==> src/rtl/assert_macros.svh <==
// ---------------------------------------------------------------------------
// Assertion macros
// Shared concurrent assertion forms, clocked on clk and disabled in reset.
// ---------------------------------------------------------------------------
`ifndef ASSERT_MACROS_SVH
`define ASSERT_MACROS_SVH
`ifndef ASSERT_OFF
// Same-cycle implication.
`define ASSERT_IMPL(label, ante, cons, msg) \
    label: assert property (@(posedge clk) disable iff (!rst_n) (ante) |-> (cons)) \
        else $error(msg);
// Next-cycle implication.
`define ASSERT_NEXT(label, ante, cons, msg) \
    label: assert property (@(posedge clk) disable iff (!rst_n) (ante) |=> (cons)) \
        else $error(msg);
`else
`define ASSERT_IMPL(label, ante, cons, msg)
`define ASSERT_NEXT(label, ante, cons, msg)
`endif
`endif

==> src/rtl/whp_pkg.sv <==
// ---------------------------------------------------------------------------
// WAV header parser package
// Parser state, phase and status codes, and the chunk id constants.
// ---------------------------------------------------------------------------
package whp_pkg;

    localparam int CountWidth = 17;

    localparam logic [2:0] PH_RIFF  = 3'd0;
    localparam logic [2:0] PH_CHUNK = 3'd1;
    localparam logic [2:0] PH_FMT   = 3'd2;
    localparam logic [2:0] PH_SKIP  = 3'd3;
    localparam logic [2:0] PH_DATA  = 3'd4;
    localparam logic [2:0] PH_ERR   = 3'd5;

    localparam logic [2:0] ST_PARSING   = 3'd0;
    localparam logic [2:0] ST_IN_DATA   = 3'd1;
    localparam logic [2:0] ST_NOT_WAV   = 3'd2;
    localparam logic [2:0] ST_NO_DATA   = 3'd3;
    localparam logic [2:0] ST_FMT_SHORT = 3'd4;
    localparam logic [2:0] ST_SKIP_SHORT = 3'd5;
    localparam logic [2:0] ST_NO_FMT    = 3'd6;

    localparam logic [31:0] CC_RIFF = 32'h5249_4646;
    localparam logic [31:0] CC_RF64 = 32'h5246_3634;
    localparam logic [31:0] CC_WAVE = 32'h5741_5645;
    localparam logic [31:0] CC_FMT  = 32'h666D_7420;
    localparam logic [31:0] CC_DATA = 32'h6461_7461;

    localparam logic [31:0] FMT_MIN = 32'd16;
    localparam logic [31:0] FMT_MAX = 32'd65536;

    typedef struct packed {
        logic [2:0]            phase;
        logic [CountWidth-1:0] byte_count;
        logic [31:0]           id_shift;
        logic [31:0]           size_shift;
        logic [15:0]           chan;
        logic [31:0]           rate;
        logic [15:0]           depth;
        logic                  fmt_seen;
        logic [2:0]            error_code;
    } parse_state_t;

    typedef struct packed {
        logic [2:0] status;
        logic [7:0] payload;
        logic       payload_valid;
    } step_result_t;

endpackage

==> src/rtl/whp_step.sv <==
// ---------------------------------------------------------------------------
// WAV header parser step
// Next parser state and result for one stream item.
// ---------------------------------------------------------------------------
module whp_step
(
    input  whp_pkg::parse_state_t cur,
    input  logic [7:0]            in_byte,
    input  logic                  end_mark,
    output whp_pkg::parse_state_t nxt,
    output whp_pkg::step_result_t res
);

    logic [31:0]                    id_new;
    logic [31:0]                    size_new;
    logic [31:0]                    size_dec;
    logic [whp_pkg::CountWidth-1:0] cnt_inc;

    assign id_new   = {cur.id_shift[23:0], in_byte};
    assign size_new = {in_byte, cur.size_shift[31:8]};
    assign size_dec = cur.size_shift - 32'd1;
    assign cnt_inc  = cur.byte_count + 1'b1;

    always_comb
    begin
        nxt               = cur;
        res.payload       = 8'd0;
        res.payload_valid = 1'b0;

        if (end_mark)
        begin
            // An end marker before the data phase is an error that depends on where we were; data ignores it.
            case (cur.phase)
                whp_pkg::PH_RIFF:
                begin
                    nxt.phase      = whp_pkg::PH_ERR;
                    nxt.error_code = whp_pkg::ST_NOT_WAV;
                end
                whp_pkg::PH_CHUNK:
                begin
                    nxt.phase      = whp_pkg::PH_ERR;
                    nxt.error_code = whp_pkg::ST_NO_DATA;
                end
                whp_pkg::PH_FMT:
                begin
                    nxt.phase      = whp_pkg::PH_ERR;
                    nxt.error_code = whp_pkg::ST_FMT_SHORT;
                end
                whp_pkg::PH_SKIP:
                begin
                    nxt.phase      = whp_pkg::PH_ERR;
                    nxt.error_code = whp_pkg::ST_SKIP_SHORT;
                end
                default:
                begin
                end
            endcase
        end
        else
        begin
            case (cur.phase)
                whp_pkg::PH_RIFF:
                begin
                    nxt.id_shift = id_new;
                    if (cur.byte_count == 17'd3 && id_new != whp_pkg::CC_RIFF &&
                        id_new != whp_pkg::CC_RF64)
                    begin
                        nxt.phase      = whp_pkg::PH_ERR;
                        nxt.error_code = whp_pkg::ST_NOT_WAV;
                    end
                    else if (cur.byte_count == 17'd11)
                    begin
                        if (id_new != whp_pkg::CC_WAVE)
                        begin
                            nxt.phase      = whp_pkg::PH_ERR;
                            nxt.error_code = whp_pkg::ST_NOT_WAV;
                        end
                        else
                        begin
                            nxt.phase      = whp_pkg::PH_CHUNK;
                            nxt.byte_count = '0;
                        end
                    end
                    else
                    begin
                        nxt.byte_count = cnt_inc;
                    end
                end
                whp_pkg::PH_CHUNK:
                begin
                    if (cur.byte_count < 17'd4)
                        nxt.id_shift = id_new;
                    else
                        nxt.size_shift = size_new;
                    if (cur.byte_count != 17'd7)
                    begin
                        nxt.byte_count = cnt_inc;
                    end
                    else
                    begin
                        // Last header byte: the id is complete and the size
                        // has just been shifted in.
                        nxt.byte_count = '0;
                        if (cur.id_shift == whp_pkg::CC_FMT && size_new >= whp_pkg::FMT_MIN &&
                            size_new <= whp_pkg::FMT_MAX && !cur.fmt_seen)
                        begin
                            nxt.phase = whp_pkg::PH_FMT;
                        end
                        else if (cur.id_shift == whp_pkg::CC_DATA)
                        begin
                            if (cur.fmt_seen)
                            begin
                                nxt.phase = whp_pkg::PH_DATA;
                            end
                            else
                            begin
                                nxt.phase      = whp_pkg::PH_ERR;
                                nxt.error_code = whp_pkg::ST_NO_FMT;
                            end
                        end
                        else if (size_new == 32'd0)
                        begin
                            nxt.phase = whp_pkg::PH_CHUNK;
                        end
                        else
                        begin
                            nxt.phase = whp_pkg::PH_SKIP;
                        end
                    end
                end
                whp_pkg::PH_FMT:
                begin
                    case (cur.byte_count)
                        17'd2:   nxt.chan[7:0]    = in_byte;
                        17'd3:   nxt.chan[15:8]   = in_byte;
                        17'd4:   nxt.rate[7:0]    = in_byte;
                        17'd5:   nxt.rate[15:8]   = in_byte;
                        17'd6:   nxt.rate[23:16]  = in_byte;
                        17'd7:   nxt.rate[31:24]  = in_byte;
                        17'd14:  nxt.depth[7:0]   = in_byte;
                        17'd15:  nxt.depth[15:8]  = in_byte;
                        default:
                        begin
                        end
                    endcase
                    if ({15'd0, cnt_inc} >= cur.size_shift)
                    begin
                        nxt.fmt_seen   = 1'b1;
                        nxt.phase      = whp_pkg::PH_CHUNK;
                        nxt.byte_count = '0;
                    end
                    else
                    begin
                        nxt.byte_count = cnt_inc;
                    end
                end
                whp_pkg::PH_SKIP:
                begin
                    nxt.size_shift = size_dec;
                    if (size_dec == 32'd0)
                    begin
                        nxt.phase      = whp_pkg::PH_CHUNK;
                        nxt.byte_count = '0;
                    end
                end
                whp_pkg::PH_DATA:
                begin
                    res.payload       = in_byte;
                    res.payload_valid = 1'b1;
                end
                default:
                begin
                end
            endcase
        end

        if (nxt.phase == whp_pkg::PH_ERR)
            res.status = nxt.error_code;
        else if (nxt.phase == whp_pkg::PH_DATA)
            res.status = whp_pkg::ST_IN_DATA;
        else
            res.status = whp_pkg::ST_PARSING;
    end

endmodule

==> src/rtl/wav_header_parser.sv <==
// ---------------------------------------------------------------------------
// WAV header parser
// Parses a RIFF/RF64 WAVE header byte by byte and passes the data bytes on.
// ---------------------------------------------------------------------------
// An accepted item goes into the input register, then through the parser step
// into the result register.
// Throughput: one item per cycle while the output is not stalled; the loop of
// the parser state register closes through a single step of header logic.
// Reset (rst_n low, asynchronous) returns the parser to the RIFF header phase
// with all fields cleared and empties both pipeline registers.
`include "assert_macros.svh"

module wav_header_parser
(
    input  logic        clk,
    input  logic        rst_n,

    input  logic        in_valid,
    output logic        in_stall,
    input  logic [7:0]  in_byte,
    input  logic        end_mark,

    output logic        out_valid,
    input  logic        out_stall,
    output logic [2:0]  status,
    output logic [15:0] channel_count,
    output logic [31:0] rate_hz,
    output logic [15:0] depth_bits,
    output logic [7:0]  payload,
    output logic        payload_valid
);

    // Input register. It holds one item until the step logic can retire it
    // into the result register.
    logic       in_valid_reg;
    logic       in_valid_next;
    logic [7:0] in_byte_reg;
    logic       end_mark_reg;

    // Parser state, updated once per retired item.
    whp_pkg::parse_state_t state_reg;
    whp_pkg::parse_state_t state_next;
    whp_pkg::step_result_t step_res;

    // Result register.
    logic        out_valid_reg;
    logic        out_valid_next;
    logic [2:0]  status_reg;
    logic [15:0] chan_reg;
    logic [31:0] rate_reg;
    logic [15:0] depth_reg;
    logic [7:0]  payload_reg;
    logic        payload_valid_reg;

    logic out_free;
    logic retire;

    // The result register can take a new item when it is empty or its item
    // is being taken downstream in this same cycle.
    assign out_free = !out_valid_reg || !out_stall;
    assign retire   = in_valid_reg && out_free;

    // The input register is refilled whenever its item leaves or it is empty,
    // so a new item is accepted every cycle while the output keeps moving.
    assign in_stall       = in_valid_reg && !out_free;
    assign in_valid_next  = in_stall ? in_valid_reg : in_valid;
    assign out_valid_next = retire ? 1'b1 : (out_valid_reg && out_stall);

    whp_step u_step
    (
        .cur      (state_reg),
        .in_byte  (in_byte_reg),
        .end_mark (end_mark_reg),
        .nxt      (state_next),
        .res      (step_res)
    );

    always_ff @(posedge clk or negedge rst_n)
    begin
        if (!rst_n)
        begin
            in_valid_reg  <= 1'b0;
            out_valid_reg <= 1'b0;
            state_reg     <= '{phase: whp_pkg::PH_RIFF, default: '0};
        end
        else
        begin
            in_valid_reg  <= in_valid_next;
            out_valid_reg <= out_valid_next;
            if (retire)
                state_reg <= state_next;
        end
    end

    // Payload registers need no reset; their valid bits guard them.
    always_ff @(posedge clk)
    begin
        if (!in_stall)
        begin
            in_byte_reg  <= in_byte;
            end_mark_reg <= end_mark;
        end
        if (retire)
        begin
            status_reg        <= step_res.status;
            chan_reg          <= state_next.chan;
            rate_reg          <= state_next.rate;
            depth_reg         <= state_next.depth;
            payload_reg       <= step_res.payload;
            payload_valid_reg <= step_res.payload_valid;
        end
    end

    assign out_valid     = out_valid_reg;
    assign status        = status_reg;
    assign channel_count = chan_reg;
    assign rate_hz       = rate_reg;
    assign depth_bits    = depth_reg;
    assign payload       = payload_reg;
    assign payload_valid = payload_valid_reg;

    // A passed-through byte is only ever reported in the data phase.
    `ASSERT_IMPL(a_payload_in_data, out_valid_reg && payload_valid_reg, status_reg == whp_pkg::ST_IN_DATA, "payload outside data phase")
    // Errors are sticky until reset.
    `ASSERT_NEXT(a_error_sticky, state_reg.phase == whp_pkg::PH_ERR, state_reg.phase == whp_pkg::PH_ERR, "parser left the error phase")
    // The data phase is only reachable after a fmt chunk was read.
    `ASSERT_IMPL(a_data_needs_fmt, state_reg.phase == whp_pkg::PH_DATA, state_reg.fmt_seen, "data phase without fmt chunk")
    // The parser state moves only when an item is retired.
    `ASSERT_NEXT(a_state_holds, !retire, $stable(state_reg), "parser state changed without an item")

endmodule

==> config.mk <==
export PLATFORM = sky130hd
export DESIGN_NAME = wav_header_parser
export DESIGN_NICKNAME = d
export VERILOG_FILES = /design/src/rtl/whp_pkg.sv /design/src/rtl/whp_step.sv /design/src/rtl/wav_header_parser.sv
export VERILOG_INCLUDE_DIRS = /design/src /design/src/rtl
export SDC_FILE = /design/constraint.sdc
export NUM_CORES = 1
export LEC_CHECK = 0
export BUFFER_PORTS_ARGS = -buffer_cell sky130_fd_sc_hd__buf_2
export CAP_MARGIN = 0
export CORE_UTILIZATION = 35
export CTS_CLUSTER_DIAMETER = 50
export DETAILED_ROUTE_END_ITERATION = 8
export SYNTH_ARGS = -nofsm -noshare
export SYNTH_HDL_FRONTEND = slang
export SYNTH_SLANG_ARGS = --single-unit
==> constraint.sdc <==
create_clock -name clk -period 7.7 [get_ports clk]
set_input_delay 0.77 -clock clk [delete_from_list [all_inputs] [get_ports clk]]
set_output_delay 0.77 -clock clk [all_outputs]
set_load 0.01 [all_outputs]
Yosys cells after proc, flatten, opt, wreduce, memory -nomap -nowiden:

Index checks and enable logic that the tools add are counted.
Widths: inputs -> output; s select.

* flip-flop bits (word level): 239
* input port bits: 13
* word-level logic and storage cells: 125
* output and inout port bits: 78

* eq/ne operators: 26
* reduce and logical (&&, ||, !) cells: 25
* $add $sub $neg: 2
* $lt $le $gt $ge: 4
* bitwise logic cells: 2
* mux-type cells: 47

Operator list (count)
* $mux 65: 2
* $pmux 32 s2: 2
* $ne 32x31->1 const B: 3
* $mux 17: 5
* $pmux 20 s4: 1
* $eq 17x3->1 const B: 4
* $eq 32x31->1 const B: 2
* $logic_not 32->1: 2
* $mux 32: 2
* $mux 8: 8
* $mux 3: 18
* $eq 17x4->1 const B: 3
* $eq 17x2->1 const B: 2
* $ge 17x32->1: 1
* $ge 32x5->1 const B: 1
* $le 32x17->1 const B: 1
* $sub 32x1->32 const B: 1
* $mux 20: 1
* $add 17x1->17 const B: 1
* $lt 17x3->1 const B: 1
* $ne 17x3->1 const B: 1
* $pmux 3 s4: 1
* $reduce_and 4->1: 3
* $eq 3x3->1 const B: 3
* 18 further kinds: 37

Longest topological paths before layout:

* depth in word-level cells: 11
* depth in mapped cells: 16
* mapped depth without buffers: 14

Cells and area by module:

Synthesis repeated with hierarchy kept, for this count alone.

* cell total of the unflattened synthesis: 1079
* area total of the unflattened synthesis: 13152.6 sq um

By module, submodules not included
* wav_header_parser: area an instance 8602.0 sq um, sequential area each 6406.1 sq um, instances 1, cells each 413
* whp_step: area an instance 4550.6 sq um, sequential area each 0.0 sq um, instances 1, cells each 666

Least setup slack after synthesis:

No wires, ideal clock.

* path kind: input -> register
* start: input port out_stall
* end: register chan_reg[0] (netlist: channel_count[0]) (enable)
* cell stages on the path: 6
* required time: 7.230 ns
* arrival: 3.976 ns
* setup time: 0.470 ns
* path buffers: 3
* setup slack: 3.254 ns
* cell sequence: nand2_1 > nand2_1 > inv_1 > clkbuf_1 > buf_1 > buf_1

* longest elaborated chain between the ends: 3

Ends and longest elaborated chain
* from (decl): line wav_header_parser.sv:24 `input logic out_stall,`
* $logic_not 1->1: line wav_header_parser.sv:60 `assign out_free = !out_valid_reg || !out_stall;`
* $logic_or 1x1->1: line wav_header_parser.sv:60
* $logic_and 1x1->1: line wav_header_parser.sv:61 `assign retire = in_valid_reg && out_free;`
* via retire: line wav_header_parser.sv:56 `logic retire;`
* to (signal assigned): line wav_header_parser.sv:106 `chan_reg <= state_next.chan;`
* to (decl): line wav_header_parser.sv:49 `logic [15:0] chan_reg;`

The timed path passes the listed nets, and every way through them passes these cells.
A chain may end at the register's enable or synchronous reset.

Worst setup path in the final report:

* start: register state_reg[132] in the netlist's numbering
* end: register state_reg[144] in the netlist's numbering

* longest elaborated chain between the ends: 5
* elaborated cells on any way between the ends: 15
* classes of those cells: add/sub: 1; order compare: 1; eq/ne: 5; mux: 5; reduce/logical: 3

Ends and longest elaborated chain
* from (decl): line wav_header_parser.sv:41 `whp_pkg::parse_state_t state_reg;`
* from (signal assigned): line wav_header_parser.sv:91 `state_reg <= state_next;`
* parallel branches: the longest is 5 deep, another holds $ge 17x32->1

Parallel ways; which one is timed is not known. The select of a mux whose other input is x is not followed.

==> flow_summary.yaml <==
clock_network:
  clk_latency_ps: 550
  cts_max_level: 1
  cts_sinks: 239
  cts_buffers: 27
  cts_tree: "yes"
  postCtsSetupRepairBufs: 0
  ctsResizeCount: 0
  holdBufCountCts: 0
  clockBufferDepth: 3
  cts_root_buf: "clkbuf_16"
  clkTransAtPathRegs_ps: 60
yosys:
  syn_area_sq_um: 12000
  ys_types: 75
  synthTopCellsByCount: "154 x dfrtp_1, 138 x mux2_2, 126 x nand2_1, 85 x edfxtp_1, 53 x o21ai_0"
  synth.largest_area_cell: "dfrtp_1"
  synth.top_cell.area_share_pct: 32.1
  ys_seq_area_share_pct: 53.4
  syn_area_per_cell_sq_um: 11.3
  ys.flop_type: "dfrtp_1"
  synth_cells: 1062
  ys_top_cells_by_area: "dfrtp_1 32%, edfxtp_1 21%, mux2_2 13%, nand2_1 3.9%, ha_1 2.4%"
  syn_nets: 1098
  async_flop_share_pct: 64.4
  yosys_warnings: 0
  synth_edf_count: 85
  yosysMostFrequentCell: "dfrtp_1"
  ys_ff_latch: 239
die:
  ios: 91
  num_rows: 67
  die-width_microns: 187
  start_util_pct: 35.7
  dieArea_sq_um: 35000
  dieHeight_microns: 187
  core-area_sq_um: 33600
placed_design:
  place.gp.congestion: 0.844
  dp_hpwl_mm: 19.1
  io_buffers: 90
status:
  status: "finished, final reports clean"
critical_path:
  critPathRequiredTime_ps: 8160
  cp_data_arrival_time_ps: 5050
  cp_max_fo: 16
  start_kind: "flop"
  critPathCaptureType: "flop"
  critPathKind: "reg2reg"
sta:
  timing.hold.ws_ps: 254
  skew_ps: 17.0
  slew_viol_final: 0
  fin_crit_sh_pct: 59.5
  tns_ps: 0
  setup_viol: 0
  fmax_mhz: 218
  hold_violations: 0
  min_period_ps: 4580
  slew_headroom_pct: 21.1
  rsz0062_at_grt: "no"
  worstMarginPinSlew_ps: 1170
finish:
  syn_to_final_growth_pct: 15.6
  fillers: 3115
  fin_util_pct: 41.2
  largest_reg_flops: 152
  drive_above_1_share_pct: 26.8
  final_nets: 1170
  diodes: 0
global_routing:
  grt_max_degree: 87
  grt-ovfl-total: 0
  grtUsageTotal_pct: 16.3
  antenna_found_initial: 0
  grt_pass1_vias: 8087
  grt_pass1_wl_mm: 46.0
power:
  p_total_w: 0.00370
  vdd_drop_max_mv: 0.166
  p_per_area_nw_per_um2: 267
  leakagePower_nw: 6.03
drt:
  initialDrtViolationCount: 667
  vias: 8558
  avgViaCountPerCell: 5.34
  wl_mm: 29.0
  routedWlPerCell_microns: 18.1
  firstDrtPassIters: 5
  ant_nets: 0
  drc: 0
min_path:
  hold_path_class: "in2async"
job:
  maxCapViolCount: 0
## where the power goes
part	total, W	switching (W)	internal (W)
clock network	0.00144	0.000536	0.000908
logic	0.000626	0.000380	0.000247
registers	0.00163	0.000190	0.00144
total	0.00370	0.00111	0.00260
## cell type report
cell class	instances	area, sq um	share of cell area [%]
clock buffer	38	777	5.60
clock inverter	12	234	1.69
inverter	45	171	1.24
multi-input combinational	722	5190	37.4
sequential	239	6410	46.2
tap	448	561	4.04
timing repair buffer	99	524	3.78
## critical path, cell delays in order, from the launching register on
cell and delay, ps:
dfrtp_1 460, ha_1 350, and3_1 280, nand3_1 230
or2_2 380, or3_1 380, xnor2_1 150, ha_1 210
a2111oi_0 530, a2111oi_2 170, o21ai_1 950, a221oi_1 180
o2bb2ai_1 210
## per-stage QoR
| step | instance area [sq um] | std cells | setup WS (ps) |
|---|---|---|---|
| finish | 13900 | 1603 | 3120 |
| global route | 13900 | 1603 | 2610 |
| CTS | 13900 | 1603 | 3110 |
| detailed placement | 12900 | 1553 | 3130 |
| global placement | 12900 | 1553 | 3400 |
| floorplan | 12000 | 1062 | 3250 |
## per-layer routing
metal / GRT usage, % / up-vias / routed length [microns]
li1: - / 4039 / -
met1: 23.5 / 4229 / 13500
met2: 24.9 / 240 / 12900
met3: 3.58 / 50 / 1930
met4: 3.69 / 0 / 598
met5: 0 / - / 0
## path summary, 6_finish.rpt
path | start | to | slack [ps] | cells after the start
worst max-delay path | state_reg[132] | state_reg[144] | 3120 | 12
worst min-delay path | rst_n | state_reg[87] | 250 | 1
worst max register to register | state_reg[132] | state_reg[144] | 3120 | 12
worst min register to register | state_reg[51] | state_reg[51] | 470 | 2
max in group asynchronous | rst_n | state_reg[49] | 5990 | 2
min in group clk | in_byte[5] | in_byte_reg[5] | 390 | 1
## cell usage in the layout (no fill, tap or decap), types with 11 or more instances in the layout
cell       instances
a21oi_1           47
and2_1            11
buf_2             89
clkbuf_16         27
dfrtp_1          154
edfxtp_1          85
ha_1              23
inv_1             42
mux2_2           138
mux2i_1           14
nand2_1          126
nand3_1           28
nand4_1           17
nor2_1            49
nor3_1            32
nor4_1            13
o21ai_0           53
xnor2_1           15
## cells by family (layout without fill, tap and decap cells)
kind of cell / count (synthesis) / after routing / share of synthesized area, %
AND/OR/NAND/NOR: 353 / 353 / 15.9
flip-flops: 239 / 239 / 53.4
AO/OA/AOI/OAI: 176 / 176 / 9.53
multiplexers: 152 / 152 / 14.1
buffers and inverters: 101 / 194 / 3.32
adder cells (fa/ha/maj): 23 / 23 / 2.40
XOR/XNOR: 18 / 18 / 1.31
No activity file was read; power rests on OpenSTA's default activity.
